==> src/hw/rtl/sha_pkg.sv <==
// SHA-256 package: round constants, initial hash values, a rotate function
// and controller/datapath command and status structs. No dependencies.
package sha_pkg;
	localparam int unsigned WordW = 32;

	typedef logic [31:0] word_t;

	typedef enum logic [1:0] {
		BSRC_DATA = 2'd0,
		BSRC_PAD = 2'd1,
		BSRC_ZERO = 2'd2,
		BSRC_LEN = 2'd3
	} bsrc_t;

	typedef struct packed {
		logic put;          // write one byte into the block
		bsrc_t src;
		logic [2:0] len_idx; // length byte, 0 is most significant
		logic add_len;      // count eight more message bits
		logic comp_start;   // load schedule and working variables
		logic round_en;     // run one round
		logic [5:0] round;
		logic fold;         // add working variables into chain
		logic msg_clear;    // back to initial hash, clear length
	} dp_cmd_t;

	typedef struct packed {
		logic [5:0] fill;
	} dp_sts_t;

	localparam word_t H0 [8] = '{
		32'h6a09e667, 32'hbb67ae85, 32'h3c6ef372, 32'ha54ff53a,
		32'h510e527f, 32'h9b05688c, 32'h1f83d9ab, 32'h5be0cd19};

	localparam word_t K [64] = '{
		32'h428a2f98, 32'h71374491, 32'hb5c0fbcf, 32'he9b5dba5, 32'h3956c25b, 32'h59f111f1,
		32'h923f82a4, 32'hab1c5ed5, 32'hd807aa98, 32'h12835b01, 32'h243185be, 32'h550c7dc3,
		32'h72be5d74, 32'h80deb1fe, 32'h9bdc06a7, 32'hc19bf174, 32'he49b69c1, 32'hefbe4786,
		32'h0fc19dc6, 32'h240ca1cc, 32'h2de92c6f, 32'h4a7484aa, 32'h5cb0a9dc, 32'h76f988da,
		32'h983e5152, 32'ha831c66d, 32'hb00327c8, 32'hbf597fc7, 32'hc6e00bf3, 32'hd5a79147,
		32'h06ca6351, 32'h14292967, 32'h27b70a85, 32'h2e1b2138, 32'h4d2c6dfc, 32'h53380d13,
		32'h650a7354, 32'h766a0abb, 32'h81c2c92e, 32'h92722c85, 32'ha2bfe8a1, 32'ha81a664b,
		32'hc24b8b70, 32'hc76c51a3, 32'hd192e819, 32'hd6990624, 32'hf40e3585, 32'h106aa070,
		32'h19a4c116, 32'h1e376c08, 32'h2748774c, 32'h34b0bcb5, 32'h391c0cb3, 32'h4ed8aa4a,
		32'h5b9cca4f, 32'h682e6ff3, 32'h748f82ee, 32'h78a5636f, 32'h84c87814, 32'h8cc70208,
		32'h90befffa, 32'ha4506ceb, 32'hbef9a3f7, 32'hc67178f2};

	function automatic word_t rotr(input word_t x, input int unsigned n);
		rotr = (x >> n) | (x << (WordW - n));
	endfunction
endpackage

==> src/hw/rtl/sha256_stream_hasher.sv <==
// SHA-256 stream hasher top level: byte stream in, digest words out.
// Depends on sha_pkg, sha_ctrl and sha_datapath.
//
// Usage:
//   s_axis carries one item per handshake: tdata = data_byte, tuser =
//   byte_valid, tlast = end_of_message. A byte with byte_valid clear adds
//   nothing; with tlast it still closes the message (empty message allowed).
//   m_axis carries the digest: eight items, most significant word first,
//   tdata = digest_word, tuser = word_index, tlast on the eighth word.
// Throughput: a byte that does not fill a block is taken in idle with no
//   compression. The 64th byte of a block starts a compression (load, 64
//   rounds on the single round unit, fold) before the next item is taken. The end item runs
//   padding one byte a cycle plus one or two compressions, then the digest
//   words follow one per accepted output handshake.
// Reset: asynchronous, active low; chain value returns to the initial hash,
//   length and fill clear. Block and schedule storage need no clearing.
// Stall: while m_axis_tready is low the current digest word is held and no
//   input item is taken; a new message is accepted after the eighth word.
module sha256_stream_hasher (
	input logic clk,
	input logic arst_n,
	input logic s_axis_tvalid,
	output logic s_axis_tready,
	input logic [7:0] s_axis_tdata, // [7:0] data_byte
	input logic [0:0] s_axis_tuser, // [0] byte_valid
	input logic s_axis_tlast,
	output logic m_axis_tvalid,
	input logic m_axis_tready,
	output logic [31:0] m_axis_tdata, // [31:0] digest_word
	output logic [2:0] m_axis_tuser, // [2:0] word_index
	output logic m_axis_tlast
);
	sha_pkg::dp_cmd_t cmd;
	sha_pkg::dp_sts_t sts;
	logic in_fire, out_fire;
	logic [2:0] idx;

	assign in_fire = s_axis_tvalid && s_axis_tready;
	assign out_fire = m_axis_tvalid && m_axis_tready;

	sha_ctrl u_ctrl (
		.clk(clk), .arst_n(arst_n), .in_fire(in_fire),
		.in_byte_valid(s_axis_tuser[0]), .in_end(s_axis_tlast), .sts(sts),
		.out_fire(out_fire), .in_ready(s_axis_tready), .out_valid(m_axis_tvalid),
		.out_idx(idx), .cmd(cmd)
	);

	sha_datapath u_dp (
		.clk(clk), .arst_n(arst_n), .cmd(cmd), .data_byte(s_axis_tdata),
		.rd_idx(idx), .sts(sts), .rd_word(m_axis_tdata)
	);

	assign m_axis_tuser = idx;
	assign m_axis_tlast = (idx == 3'd7);

	// Never take an input item while a digest is pending.
	a_no_overlap: assert property (@(posedge clk) disable iff (!arst_n)
		!(s_axis_tready && m_axis_tvalid)) else $error("in and out both open");
	// Each digest word index advances by one per accepted word.
	a_idx_step: assert property (@(posedge clk) disable iff (!arst_n)
		(out_fire && idx != 3'd7) |=> (m_axis_tvalid && idx == $past(idx) + 3'd1))
		else $error("word index skipped");
	// After the final word the block returns to accepting input.
	a_back_idle: assert property (@(posedge clk) disable iff (!arst_n)
		(out_fire && m_axis_tlast) |=> s_axis_tready) else $error("no return to idle");
endmodule

==> src/hw/rtl/sha_datapath.sv <==
// SHA-256 datapath: block buffer, length counter, chain value, schedule
// window and one-round-per-cycle compression unit. Uses sha_pkg.
module sha_datapath (
	input logic clk,
	input logic arst_n,
	input sha_pkg::dp_cmd_t cmd,
	input logic [7:0] data_byte,
	input logic [2:0] rd_idx,
	output sha_pkg::dp_sts_t sts,
	output sha_pkg::word_t rd_word
);
	sha_pkg::word_t blk_q [16];
	sha_pkg::word_t w_q [16];
	sha_pkg::word_t v_q [8];
	sha_pkg::word_t chain_q [8];
	logic [5:0] fill_q;
	logic [63:0] bits_q;
	logic [7:0] bval;
	sha_pkg::word_t wt, wnew, g0, g1, s0, s1, chv, mj, t1, t2;
	logic [3:0] slot;

	always_comb begin
		case (cmd.src)
			sha_pkg::BSRC_DATA: bval = data_byte;
			sha_pkg::BSRC_PAD: bval = 8'h80;
			sha_pkg::BSRC_LEN: bval = bits_q[8'(7 - cmd.len_idx) * 8 +: 8];
			default: bval = 8'h00;
		endcase
	end

	assign slot = cmd.round[3:0];
	assign g0 = sha_pkg::rotr(w_q[4'(slot + 4'd1)], 7) ^ sha_pkg::rotr(w_q[4'(slot + 4'd1)], 18)
		^ (w_q[4'(slot + 4'd1)] >> 3);
	assign g1 = sha_pkg::rotr(w_q[4'(slot + 4'd14)], 17)
		^ sha_pkg::rotr(w_q[4'(slot + 4'd14)], 19) ^ (w_q[4'(slot + 4'd14)] >> 10);
	assign wnew = w_q[slot] + g0 + w_q[4'(slot + 4'd9)] + g1;
	assign wt = (cmd.round < 6'd16) ? w_q[slot] : wnew;
	assign s1 = sha_pkg::rotr(v_q[4], 6) ^ sha_pkg::rotr(v_q[4], 11) ^ sha_pkg::rotr(v_q[4], 25);
	assign chv = (v_q[4] & v_q[5]) ^ (~v_q[4] & v_q[6]);
	assign t1 = v_q[7] + s1 + chv + sha_pkg::K[cmd.round] + wt;
	assign s0 = sha_pkg::rotr(v_q[0], 2) ^ sha_pkg::rotr(v_q[0], 13) ^ sha_pkg::rotr(v_q[0], 22);
	assign mj = (v_q[0] & v_q[1]) ^ (v_q[0] & v_q[2]) ^ (v_q[1] & v_q[2]);
	assign t2 = s0 + mj;

	always_ff @(posedge clk or negedge arst_n) begin
		if (!arst_n) begin
			fill_q <= '0;
			bits_q <= '0;
			for (int i = 0; i < 8; i++) chain_q[i] <= sha_pkg::H0[i];
		end else begin
			if (cmd.put) fill_q <= fill_q + 6'd1;
			if (cmd.add_len) bits_q <= bits_q + 64'd8;
			if (cmd.fold)
				for (int i = 0; i < 8; i++) chain_q[i] <= chain_q[i] + v_q[i];
			if (cmd.msg_clear) begin
				fill_q <= '0;
				bits_q <= '0;
				for (int i = 0; i < 8; i++) chain_q[i] <= sha_pkg::H0[i];
			end
		end
	end

	always_ff @(posedge clk) begin
		if (cmd.put)
			blk_q[fill_q[5:2]][8'(3 - fill_q[1:0]) * 8 +: 8] <= bval;
		if (cmd.comp_start) begin
			for (int i = 0; i < 16; i++) w_q[i] <= blk_q[i];
			for (int i = 0; i < 8; i++) v_q[i] <= chain_q[i];
		end else if (cmd.round_en) begin
			w_q[slot] <= wt;
			v_q[7] <= v_q[6]; v_q[6] <= v_q[5]; v_q[5] <= v_q[4];
			v_q[4] <= v_q[3] + t1;
			v_q[3] <= v_q[2]; v_q[2] <= v_q[1]; v_q[1] <= v_q[0];
			v_q[0] <= t1 + t2;
		end
	end

	assign sts.fill = fill_q;
	assign rd_word = chain_q[rd_idx];
endmodule

==> src/hw/rtl/sha_ctrl.sv <==
// SHA-256 controller: sequences byte writes, padding, compression rounds
// and digest readout. Uses sha_pkg; drives sha_datapath.
module sha_ctrl (
	input logic clk,
	input logic arst_n,
	input logic in_fire,
	input logic in_byte_valid,
	input logic in_end,
	input sha_pkg::dp_sts_t sts,
	input logic out_fire,
	output logic in_ready,
	output logic out_valid,
	output logic [2:0] out_idx,
	output sha_pkg::dp_cmd_t cmd
);
	typedef enum logic [2:0] {
		S_IDLE, S_START, S_ROUND, S_FOLD, S_PAD, S_OUT
	} state_t;

	state_t state_q;
	logic [5:0] round_q;
	logic ending_q;
	logic [2:0] idx_q;
	// padding_q: in padding phase; wrap_q: 0x80 landed in the length field,
	// so this block ends in zeros; len_done_q: length bytes written in the
	// last block, so the next fold finishes the message
	logic padding_q, wrap_q, len_done_q;
	logic len_byte;

	assign in_ready = (state_q == S_IDLE);
	assign out_valid = (state_q == S_OUT);
	assign out_idx = idx_q;

	// length bytes go only into the final block, at positions 56..63
	assign len_byte = (state_q == S_PAD) && !ending_q && !wrap_q && (sts.fill >= 6'd56);

	always_comb begin
		cmd = '0;
		cmd.round = round_q;
		cmd.len_idx = sts.fill[2:0];
		case (state_q)
			S_IDLE: begin
				cmd.put = in_fire && in_byte_valid;
				cmd.add_len = in_fire && in_byte_valid;
				cmd.src = sha_pkg::BSRC_DATA;
			end
			S_START: cmd.comp_start = 1'b1;
			S_ROUND: cmd.round_en = 1'b1;
			S_FOLD: cmd.fold = 1'b1;
			S_PAD: begin
				cmd.put = 1'b1;
				if (ending_q) cmd.src = sha_pkg::BSRC_PAD;
				else if (len_byte) cmd.src = sha_pkg::BSRC_LEN;
				else cmd.src = sha_pkg::BSRC_ZERO;
			end
			S_OUT: cmd.msg_clear = out_fire && (idx_q == 3'd7);
			default: ;
		endcase
	end

	// ending_q: padding byte 0x80 still owed
	always_ff @(posedge clk or negedge arst_n) begin
		if (!arst_n) begin
			state_q <= S_IDLE;
			round_q <= '0;
			ending_q <= 1'b0;
			idx_q <= '0;
		end else begin
			case (state_q)
				S_IDLE: if (in_fire) begin
					ending_q <= in_end;
					if (in_byte_valid && sts.fill == 6'd63) state_q <= S_START;
					else if (in_end) state_q <= S_PAD;
				end
				S_START: begin
					round_q <= '0;
					state_q <= S_ROUND;
				end
				S_ROUND: begin
					round_q <= round_q + 6'd1;
					if (round_q == 6'd63) state_q <= S_FOLD;
				end
				S_FOLD: begin
					if (len_done_q) state_q <= S_OUT;
					else if (ending_q || padding_q) state_q <= S_PAD;
					else state_q <= S_IDLE;
				end
				S_PAD: begin
					ending_q <= 1'b0;
					if (sts.fill == 6'd63) state_q <= S_START;
				end
				S_OUT: if (out_fire) begin
					idx_q <= idx_q + 3'd1;
					if (idx_q == 3'd7) state_q <= S_IDLE;
				end
				default: state_q <= S_IDLE;
			endcase
		end
	end

	always_ff @(posedge clk or negedge arst_n) begin
		if (!arst_n) begin
			padding_q <= 1'b0;
			wrap_q <= 1'b0;
			len_done_q <= 1'b0;
		end else begin
			if (state_q == S_IDLE && in_fire && in_end) padding_q <= 1'b1;
			if (state_q == S_PAD) begin
				if (sts.fill == 6'd63) wrap_q <= 1'b0;
				else if (ending_q && sts.fill >= 6'd56) wrap_q <= 1'b1;
				if (len_byte && sts.fill == 6'd63) len_done_q <= 1'b1;
			end
			if (state_q == S_FOLD && len_done_q) begin
				padding_q <= 1'b0;
				len_done_q <= 1'b0;
			end
		end
	end
endmodule

==> config.mk <==
export PLATFORM = sky130hd
export DESIGN_NAME = sha256_stream_hasher
export DESIGN_NICKNAME = d
export VERILOG_FILES = /design/src/hw/rtl/sha_pkg.sv /design/src/hw/rtl/sha256_stream_hasher.sv /design/src/hw/rtl/sha_datapath.sv /design/src/hw/rtl/sha_ctrl.sv
export SDC_FILE = /design/constraint.sdc
export NUM_CORES = 2
export LEC_CHECK = 0
export BUFFER_PORTS_ARGS = -buffer_cell sky130_fd_sc_hd__buf_2
export CAP_MARGIN = 20
export CORE_MARGIN = 2
export CORE_UTILIZATION = 40
export CTS_CLUSTER_SIZE = 8
export DETAILED_ROUTE_END_ITERATION = 16
export PLACE_DENSITY = 0.54
export SETUP_SLACK_MARGIN = 0.2
export SLEW_MARGIN = 40
export SYNTH_ARGS = -nofsm -noshare
export SYNTH_HDL_FRONTEND = slang
export SYNTH_HIERARCHICAL = 1
export SYNTH_SLANG_ARGS = --single-unit
==> constraint.sdc <==
create_clock -name clk -period 27.9 [get_ports clk]
set_clock_uncertainty 0.1 [all_clocks]
set_input_delay 5.58 -clock clk [delete_from_list [all_inputs] [get_ports clk]]
set_output_delay 5.58 -clock clk [all_outputs]
set_load 0.05 [all_outputs]
==> results by group <==
Status
  – Outcome: finished clean

Synth
  – Most used flip-flop cell after synthesis: edfxtp_1
  – Syn Std Cell Area: 104100 µm²
  – Synth cell types: 98
  – Synth warn: 6
  – Seq/Total Area, Yosys: a little under half
  – Syn Inst Count: 9450
  – Mapped Avg Cell Area: approximately 11 µm²
  – #FFs+latches synth: 1619
  – Post-synth EDFFs: 1280
  – Syn Nets: 10070
  – Asr flop ratio synth: 20.94%

CTS
  – Clock transition at path regs: roughly 0.060 ns
  – Total CTS buffers: ~230
  – Post-CTS repair timing setup buffer count: 0
  – CTS root buf: clkbuf_16
  – Longest Clk Path Bufs: 3
  – CTS sink cnt: 1619
  – # resized after CTS: 0
  – CTS tree: yes
  – Clk Latency, worst-skew pair: 0.89 ns
  – Total number of H-tree levels: 4
  – Hold buffers post-CTS: 0

STA
  – Period utilization: 56.06%
  – F_max: roughly 64 MHz
  – Post-layout min period: 15.64 ns
  – Worst slew pin tran: ~0.96 ns
  – Final setup fails: 0
  – Max-slew headroom: a little over a third
  – Final Slew Violations: 0
  – Hold Violations, Final: 0
  – Setup TNS: 0 ns
  – Post-route setup slack: 12.26 ns
  – RSZ-0062 raised after global routing: no

Die
  – DIE WIDTH: 514.2 µm
  – I/O Pins: 52
  – Initial core utilization: 40.16%
  – Num rows: 187
  – Die height: 514.2 µm
  – Die area: ~260000 µm²
  – Core box area: 259200 µm²

Pwr
  – Power per cell area: 44.84 nW/µm²
  – Pwr Total: 5.171 mW
  – Worst VDD drop: about 0.063 mV
  – Leak pwr: roughly 43 nW

Hold path
  – Min-Delay Endpoint: u_dp/w_q[8][26]
  – Hold Path Depth: 2
  – HP Class: flop to flop
  – Hold_sp: u_dp/blk_q[8][26]

Worst setup path
  – Reg2Reg Setup Slack: 12.26 ns
  – Critical path arrival: between 15 and 20 ns
  – R2R Path Start: u_ctrl/round_q[1]
  – Critical path class: flop to flop
  – Setup crit end kind: flop
  – Crit-path max cell delay: 0.84 ns
  – CP required: 28.41 ns
  – Max FO, Critical Path: 102
  – CP top delay family: adder cells
  – FF-to-FF path depth: 49
  – Worst R2R End: u_dp/v_q[0][31]
  – Slowest cell on crit path: ha_4
  – WP buf/inv: 9
  – CP Launch Type: flop

Flow run
  – Max Cap Violations: 0

Drt
  – Vias per cell: between 6 and 7
  – DRC Markers: 0
  – Post-DR wirelength/cell: 30.99 µm
  – DR pass1 iterations: 6
  – Post-DRT Antenna Nets: 0
  – DRT iter0 DRCs: 10310
  – Total vias in the final route: 80010
  – Final WL: 398.9 mm

Placed design
  – Final RePlAce weighted congestion: 0.9912
  – Count of buffers from port buffering: 51
  – Pre-CTS setup slack: 12.47 ns
  – Hpwl dp: between 200 and 300 mm
  – Placed Area: 108800 µm²

Layout
  – Layout cells sized above 1: 14.90%
  – Design area: 115300 µm²
  – Area grow syn2layout: 10.79%
  – Post-layout net count: 9961
  – Fillers: 23920

GRT
  – Antenna violations before repair: 19
  – Vias in the first global route: between 70000 and 80000
  – Tot GR Track Use: 29.65%
  – Largest net degree at the start of global routing: 159
  – Total gr overflow: 0
  – First-pass GRT wire length: between 500 and 600 mm
## placed cells by master, fill, tap and decap left out, drive strengths merged, types with 237 or more instances in the layout
| master | netlist | layout |
|---|---|---|
| nand2 | 1502 | 1502 |
| edfxtp | 1280 | 1280 |
| o21ai | 889 | 889 |
| nor2 | 595 | 595 |
| mux4 | 504 | 504 |
| a21oi | 489 | 489 |
| xnor2 | 438 | 438 |
| inv | 431 | 434 |
| ha | 414 | 414 |
| clkbuf | 456 | 328 |
| buf | 120 | 237 |
## how the worst max path moves through the flow
stage,startpoint,to,cells past startpoint
2_1_floorplan,u_ctrl/round_q[2],u_dp/v_q[0][31],55
3_3_place_gp,u_ctrl/round_q[0],u_dp/v_q[0][31],43
3_5_place_dp,u_ctrl/round_q[1],u_dp/v_q[0][31],50
4_1_cts,u_ctrl/round_q[0],u_dp/v_q[0][31],51
5_1_grt,u_ctrl/round_q[1],u_dp/v_q[0][31],50
6_report,u_ctrl/round_q[1],u_dp/v_q[0][31],49
## cell type report
class | instances | area, µm² | share of cell area (%)
well taps | 3402 | 4257 | 3.691
clock inverters | 22 | 405.4 | 0.3515
multi-input cells | 6821 | 53920 | 46.75
flip-flops and latches | 1619 | 47120 | 40.85
diodes | 6 | 15.01 | 0.01302
repair buffers | 237 | 1929 | 1.673
clock buffers | 328 | 6048 | 5.244
inverters | 434 | 1647 | 1.428
## cell families (layout without fill, tap and decap cells)
kind of cell	count (synthesis)	in the layout	synth area share [%]
and+or+nand+nor	2670	2670	10.88
AOI/OAI and AO/OA	2122	2122	12.23
DFF	1619	1619	45.23
buffers and inverters	1010	1021	3.773
muxes	775	775	13.64
adders and majority gates	628	628	8.908
xor gates and xnor gates	626	626	5.332
other	0	6	0
## metrics by stage
step	cells	hold slack, ns	util [%]
after floorplan	9450	0.3527	-
after global placement	12500	0.3975	41.70
after detailed placement	12510	0.3974	41.97
after CTS	12860	0.3862	44.46
after global routing	12860	0.4081	44.49
final	12870	0.3816	44.49
## sequential cells by signal, summed over array words and instances, names as in the netlist
signal and cells:
u_ctrl/ending_q 1, u_ctrl/len_done_q 1, u_ctrl/out_idx 3, u_ctrl/padding_q 1, u_ctrl/round_q 6, u_ctrl/state_q 3
u_ctrl/wrap_q 1, u_dp/bits_q 61, u_dp/blk_q 512, u_dp/chain_q 256, u_dp/sts 6, u_dp/v_q 256
u_dp/w_q 512
## worst reg2reg max path: cells and delay by family (launching register included)
kind | cells | cell delay, ns
flops | 1 | 0.78
fa+ha+maj | 10 | 4.89
compound gates | 21 | 4.71
simple gates | 1 | 0.12
buf+inv | 9 | 2.45
mux | 2 | 1.15
xor+xnor | 6 | 1.18
## per-layer routing
metal  part of all wire, %  track usage [%]  wire length, µm  vias to the layer above
met5                 0.058           0.5479              230                        -
met4                   5.2            13.00            20570                        6
met3                   9.8            6.533            39180                      906
met2                    46            46.75           181500                     4431
met1                    39            39.17           157400                    40480
li1                      -                -                -                    34190
## power breakdown
group          switching (mW)  total (mW)  internal [mW]
sequential                  0        2.58           2.58
combinational          0.0123      0.0142        0.00180
clock                    1.10        2.58           1.48
total                    1.11        5.17           4.06
## cell usage after synthesis, drive strengths merged (107+ instances only)
cell type	count	share of area [%]
o21ai	889	4.3
buf	120	0.56
edfxtp	1280	37
a21o	196	1.4
clkbuf	456	1.6
nand3	107	0.52
fa	195	3.7
dfrtp	203	4.9
xor2	188	1.6
inv	431	1.6
a21oi	489	2.4
ha	414	5.0
mux4	504	11
mux2i	207	2.0
dfstp	136	3.4
xnor2	438	3.7
nor2	595	2.2
nand2	1502	5.4
(Power assumes the default switching activity.)
